## src/rtl/thr2t_pkg.sv

```systemverilog
`default_nettype none
// ----------------------------------------------------------------------------
// thr2t_pkg
// Shared widths, fixed-point constants and pipeline control type for the
// thermistor resistance to temperature converter.
// ----------------------------------------------------------------------------
package thr2t_pkg;

  localparam int RW = 22;
  localparam int OW = 19;
  localparam int MW = 31;
  localparam int FB = 28;
  localparam int EW = $clog2(RW);
  localparam int LW = EW + FB;
  localparam int PW = 48;
  localparam int DW = 44;
  localparam int QW = 20;
  localparam int NW = 58;

  localparam logic [29:0]        LN2_Q30   = 30'd744261118;
  localparam logic signed [29:0] LN_R0_Q24 = 30'sd154523870;

  localparam logic signed [47:0] COEF_A = 48'sd335401600000;
  localparam logic signed [39:0] COEF_B = 40'sd25698500000;
  localparam logic signed [31:0] COEF_C = 32'sd262013100;
  localparam logic signed [23:0] COEF_D = 24'sd6383091;

  localparam logic [NW-1:0] KELVIN_Q = 58'd256000000000000000;
  localparam int ZERO_Q8 = 69926;
  localparam int OUT_MAX = 262143;
  localparam int OUT_MIN = -262144;

  typedef struct packed {
    logic vld;
    logic zero;
  } thr2t_ctl_t;

endpackage
`default_nettype wire

```

## src/rtl/thr2t_recip.sv

```systemverilog
`default_nettype none
// ----------------------------------------------------------------------------
// thr2t_recip
// Reciprocal by restoring long division, one quotient bit per stage, then
// rounding, saturation and the output register.
// ----------------------------------------------------------------------------
module thr2t_recip
  import thr2t_pkg::*;
(
  input  wire logic               clk,
  input  wire logic               rst_n,
  input  wire logic               en,
  input  wire thr2t_ctl_t         ctl_in,
  input  wire logic signed [PW-1:0] p,
  output logic                    out_vld,
  output logic signed [OW-1:0]    neg_temp,
  output logic                    invalid
);

  localparam logic [DW-1:0] REM0 = DW'(KELVIN_Q >> QW);

  logic [DW-1:0] rem_r  [0:QW];
  logic [DW-1:0] den_r  [0:QW];
  logic [DW-1:0] nine_r [0:QW];
  logic [QW-1:0] q_r    [0:QW];
  thr2t_ctl_t    ctl_r  [0:QW];

  logic [DW-1:0] rem_nxt [1:QW];
  logic [QW-1:0] q_nxt   [1:QW];

  logic               vld_r;
  logic signed [OW-1:0] neg_r;
  logic               inv_r;

  logic nonpos;
  logic [DW-1:0] den0, nine0;
  logic c;
  logic signed [QW+1:0] qs;
  logic signed [OW-1:0] neg_nxt;
  logic inv_nxt;

  always_comb begin
    nonpos = p[PW-1] || (p == '0);
    den0   = DW'({p, 3'b000}) + DW'({p, 1'b0});
    nine0  = DW'({p, 3'b000}) + DW'(p);
  end

  always_comb begin
    logic [DW:0] trial;
    logic        ge;
    for (int k = 1; k <= QW; k++) begin
      trial = {rem_r[k-1], KELVIN_Q[QW-k]};
      ge = (trial >= {1'b0, den_r[k-1]});
      rem_nxt[k] = ge ? DW'(trial - {1'b0, den_r[k-1]}) : trial[DW-1:0];
      q_nxt[k] = {q_r[k-1][QW-2:0], ge};
    end
  end

  always_comb begin
    c  = (rem_r[QW] > nine_r[QW]);
    qs = (QW+2)'(ZERO_Q8) - $signed({2'b00, q_r[QW]}) - $signed({(QW+1)'(0), c});
    inv_nxt = 1'b0;
    if (ctl_r[QW].zero) begin
      neg_nxt = '0;
      inv_nxt = 1'b1;
    end else if (qs > OUT_MAX) begin
      neg_nxt = OW'(OUT_MAX);
      inv_nxt = 1'b1;
    end else if (qs < OUT_MIN) begin
      neg_nxt = OW'(OUT_MIN);
      inv_nxt = 1'b1;
    end else begin
      neg_nxt = OW'(qs);
    end
  end

  always_ff @(posedge clk) begin
    if (en) begin
      rem_r[0]  <= REM0;
      den_r[0]  <= den0;
      nine_r[0] <= nine0;
      q_r[0]    <= '0;
      for (int k = 1; k <= QW; k++) begin
        rem_r[k]  <= rem_nxt[k];
        den_r[k]  <= den_r[k-1];
        nine_r[k] <= nine_r[k-1];
        q_r[k]    <= q_nxt[k];
      end
      neg_r <= neg_nxt;
      inv_r <= inv_nxt;
    end
  end

  always_ff @(posedge clk) begin
    if (!rst_n) begin
      for (int k = 0; k <= QW; k++) ctl_r[k] <= '0;
      vld_r <= 1'b0;
    end else if (en) begin
      ctl_r[0].vld  <= ctl_in.vld;
      ctl_r[0].zero <= ctl_in.zero || nonpos;
      for (int k = 1; k <= QW; k++) ctl_r[k] <= ctl_r[k-1];
      vld_r <= ctl_r[QW].vld;
    end
  end

  assign out_vld  = vld_r;
  assign neg_temp = neg_r;
  assign invalid  = inv_r;

`ifndef SYNTHESIS
  a_rem_bound: assert property (@(posedge clk) disable iff (!rst_n)
    ctl_r[QW].vld && !ctl_r[QW].zero |-> rem_r[QW] < den_r[QW])
    else $error("division remainder not below divisor");
`endif

endmodule
`default_nettype wire

```

## config.mk

```make
export PLATFORM = sky130hd
export DESIGN_NAME = thr2t_recip
export DESIGN_NICKNAME = d
export VERILOG_FILES = /design/src/rtl/thr2t_pkg.sv /design/src/rtl/thr2t_recip.sv
export SDC_FILE = /design/constraint.sdc
export NUM_CORES = 2
export LEC_CHECK = 0
export ABC_CLOCK_PERIOD_IN_PS = 3600
export BUFFER_PORTS_ARGS = -buffer_cell sky130_fd_sc_hd__buf_2
export CAP_MARGIN = 20
export CORE_MARGIN = 2
export CORE_UTILIZATION = 50
export CTS_BUF_LIST = sky130_fd_sc_hd__clkbuf_4 sky130_fd_sc_hd__clkbuf_8
export DETAILED_ROUTE_END_ITERATION = 8
export MAX_ROUTING_LAYER = met4
export PLACE_DENSITY_LB_ADDON = 0.15
export SLEW_MARGIN = 0
export SYNTH_ARGS = -nofsm -noshare
export SYNTH_HDL_FRONTEND = slang
export SYNTH_SLANG_ARGS = --single-unit
```

## constraint.sdc

```tcl
create_clock -name clk -period 3.6 [get_ports clk]
set_clock_uncertainty 0.05 [all_clocks]
set_input_delay 0.36 -clock clk [delete_from_list [all_inputs] [get_ports clk]]
set_output_delay 0.36 -clock clk [all_outputs]
set_load 0.05 [all_outputs]
```

==> impl_results.md <==
* Global-route wire length before repair at about 640,000 um
* Ys Warns at 0
* # IOs at 74
* Placed inst area at 170,000 um^2
* Yosys cell types at 106
* Ys async rst share at 0%
* R2r setup slk at -690 ps
* Num CTS Buffers at approximately 470
* RSZ-0062 raised after global routing: yes
* Wire length per cell at 22.0 um
* Skew-Pair Late Insertion Delay at between 1000 and 1500 ps
* Final wirelength at 433,000 um
* Area grow syn2layout at 30.4%
* Crit share post-route at 119%
* Leak Pwr at just over 80 nW
* CP cell instances: ha_4, and4b_1, a211oi_2, o21ai_1, o21a_1, o2111ai_1, nand2_1, a21oi_1, o21ai_1, a211oi_2, a31oi_4, ha_4, and3_4, nand2_4, nor4_4, nand2_2, o21bai_1, xor2_1, a21oi_2, or2_4, buf_12, a21oi_1
* Final ANT Viol Nets at 0
* Syn_area_per_cell at approximately 12 um^2
* DR DRC count at 0
* Synthesized instance count at ~12,000
* H-tree Lvls at 5
* Clock transition at path regs at about 60 ps
* Worst path slowest cell: edfxtp_1
* Post-synth EDFFs at approximately 2,900
* Setup crit start kind: register
* CP Class: reg2reg
* DR iter-0 viols at 7,689
* #FFs+latches synth at around 2,900
* Critical Path Max Stage Delay at around 400 ps
* Root buffer cell: clkbuf_8
* Die Y at 548 um
* Max rail drop VDD at between 0.4 and 0.5 mV
* Hold Violations, Final at 0
* Post-DR vias/cell at between 5 and 6
* Final Cell Area at ~190,000 um^2
* CORE AREA at roughly 290,000 um^2
* TritonCTS Sinks at 2,877
* Cell row count at 199
* Pwr/cell area at about 900 nW/um^2
* TritonCTS clock tree: done
* Slew HR at 10.1%
* Largest net degree at the start of global routing at between 100 and 150
* Final Wtd Congestion at approximately 1.1
* Final core occ at between 60 and 70%
* Tot GR Track Use at 28.6%
* Via count at around 110k
* Post-detail-place hpwl at a little over 300,000 um
* Vias in the first global route at between 100k and 150k
* Fin Setup TNS at -32,360 ps
* Layout cells sized above 1 at 30.4%
* Die X-Extent at between 500 and 600 um
* Status: complete, but fails checks
* Initial Util at between 50% and 60%
* Die footprint at approximately 300,000 um^2
* Least-Margin Pin Slew at between 1000 and 1500 ps
* Overflow after GRT at 0
* First drt pass iteration count at 5
* Nets at between 15,000 and 20,000
* Initial antenna violation count at 8
* HP Class: in2reg
* Slack of the critical path at -686 ps
* Setup-failing EPs final at ~280
* Failing checks: negative setup slack
* Port Buf Inserts at 73
* Sequential area share after synthesis at between 50% and 60%
* Required time of the critical path at 4530 ps
* Final Critical Period at around 4300 ps
* Ys flop type: edfxtp_1
* Crit end category: register
* FMAX at roughly 0.23 GHz
* Total power at roughly 0.17 W
* Crit Path Max Fanout at 9
* Arrival @ worst endpoint at between 5000 and 6000 ps
* Mapped cell area at roughly 150,000 um^2
* Final count of pins violating max slew at 0
* CTS max path bufs at 4
* Maxcap violations at 0
-- routing by layer --
metal  part of all wire, %  routed length [um]  global-route usage, %
met1                    38              164000                   31.6
met2                    50              217000                   49.1
met3                   4.4               19000                   3.68
met4                   7.7               33200                   17.8
met5                     0                   0                      -
-- sequential cells by signal (all words and copies together) (netlist names) --
name	cells
rem_r	860
ctl_r	42
nine_r	924
q_r	210
out_vld	1
neg_temp	19
den_r	820
invalid	1
-- critical path: cells and delay by family (launching register included) --
| family | cells | cell delay (ps) |
|---|---|---|
| AOI/OAI and AO/OA | 11 | 1540 |
| DFF | 1 | 410 |
| and+or+nand+nor | 7 | 1300 |
| adders and majority gates | 2 | 510 |
| buffers and inverters | 1 | 150 |
| xor gates and xnor gates | 1 | 200 |
-- cell usage after synthesis (115+ instances only) --
master | instances | share of area, %
nor3_1 | 142 | 0.48
edfxtp_1 | 2876 | 58
mux2_1 | 125 | 0.95
nand2b_1 | 136 | 0.58
o21ai_1 | 115 | 0.39
a21o_1 | 522 | 2.6
nand4_1 | 166 | 0.70
ha_1 | 944 | 8.0
nor2b_1 | 132 | 0.56
o21bai_1 | 123 | 0.62
and3_1 | 131 | 0.55
xor2_1 | 346 | 2.0
xnor2_1 | 505 | 3.0
clkbuf_1 | 231 | 0.59
inv_1 | 1103 | 2.8
o21ai_0 | 641 | 2.2
mux2_2 | 122 | 0.93
a21oi_1 | 1058 | 3.6
nand2_1 | 871 | 2.2
nor2_1 | 739 | 1.9
nand3_1 | 204 | 0.69
-- cells by family (layout without fill, tap and decap cells) --
family / Yosys count / in the layout / synth area share (%)
xor gates and xnor gates: 851 / 851 / 5.04
DFF: 2877 / 2877 / 58.4
muxes: 269 / 269 / 2.03
AOI/OAI and AO/OA: 3267 / 3267 / 13.8
adders and majority gates: 965 / 965 / 8.27
buffers and inverters: 1414 / 4763 / 3.67
and+or+nand+nor: 2762 / 2763 / 8.76
other: 1 / 13 / 0.00254
-- where the power goes --
part / leakage (nW) / internal [W] / switching [W] / total, W
registers: 28.2 / 0.0472 / 0.00523 / 0.0525
logic: 47.5 / 0.0449 / 0.0462 / 0.0912
clock network: 4.92 / 0.0154 / 0.0132 / 0.0286
-- repair_timing --
item / 4_1_cts / 5_1_grt
buffers inserted: 251 / 229
hold endpoints to repair: 409 / 0
resized for setup: 953 / 982
endpoints found under the setup margin: 838 / 833
pin swaps: 285 / 386
hold buffers: 70 / 0
gates cloned: 58 / 28
-- area by class of cell --
| class | instances | area (um^2) |
|---|---|---|
| Antenna cell | 10 | 25.0 |
| Inverter | 1107 | 4180 |
| Sequential cell | 2877 | 86400 |
| Clock buffer | 606 | 7480 |
| Clock inverter | 223 | 1860 |
| Timing Repair Buffer | 2827 | 24700 |
| Tap cell | 3919 | 4900 |
| Multi-Input combinational cell | 8118 | 63300 |
| Fill cell | 21776 | 101000 |
-- metrics by stage --
step	hold slack (ps)	worst slack (ps)	cells
after global routing	40.7	-875	19684
after global placement	350	-1270	18305
after CTS	8.28	-747	19490
after detailed placement	355	-1260	18305
final	103	-686	19687
after floorplan	350	-39.4	12408
-- path summary, 6_finish.rpt --
path | startpoint | to | depth (start not counted)
max | rem_r[2][178] | neg_temp[3] | 22
max reg2reg | rem_r[2][178] | neg_temp[3] | 22
min | p[0] | den_r[0][3] | 3
min reg2reg | q_r[1][152] | q_r[2][13] | 0
-- cell usage in the layout, fill, tap and decap left out, drive strengths merged, types with 70 or more instances in the layout --
master,Yosys,layout
nand4,166,166
edfxtp,2876,2876
dlygate4sd3,0,70
xnor2,505,505
xor2,346,346
and3,132,132
inv,1106,1123
nand2,871,871
a31oi,112,112
nand2b,136,136
nor3,144,145
buf,76,2729
nand3,204,204
a211oi,95,95
a21oi,1059,1059
o21bai,123,123
o21a,83,83
nor2b,132,132
a21o,524,524
o31ai,74,74
clkbuf,231,631
mux2,248,248
clkinv,1,171
ha,944,944
nor2,740,740
o21ai,758,758
(Power assumes the default switching activity.)
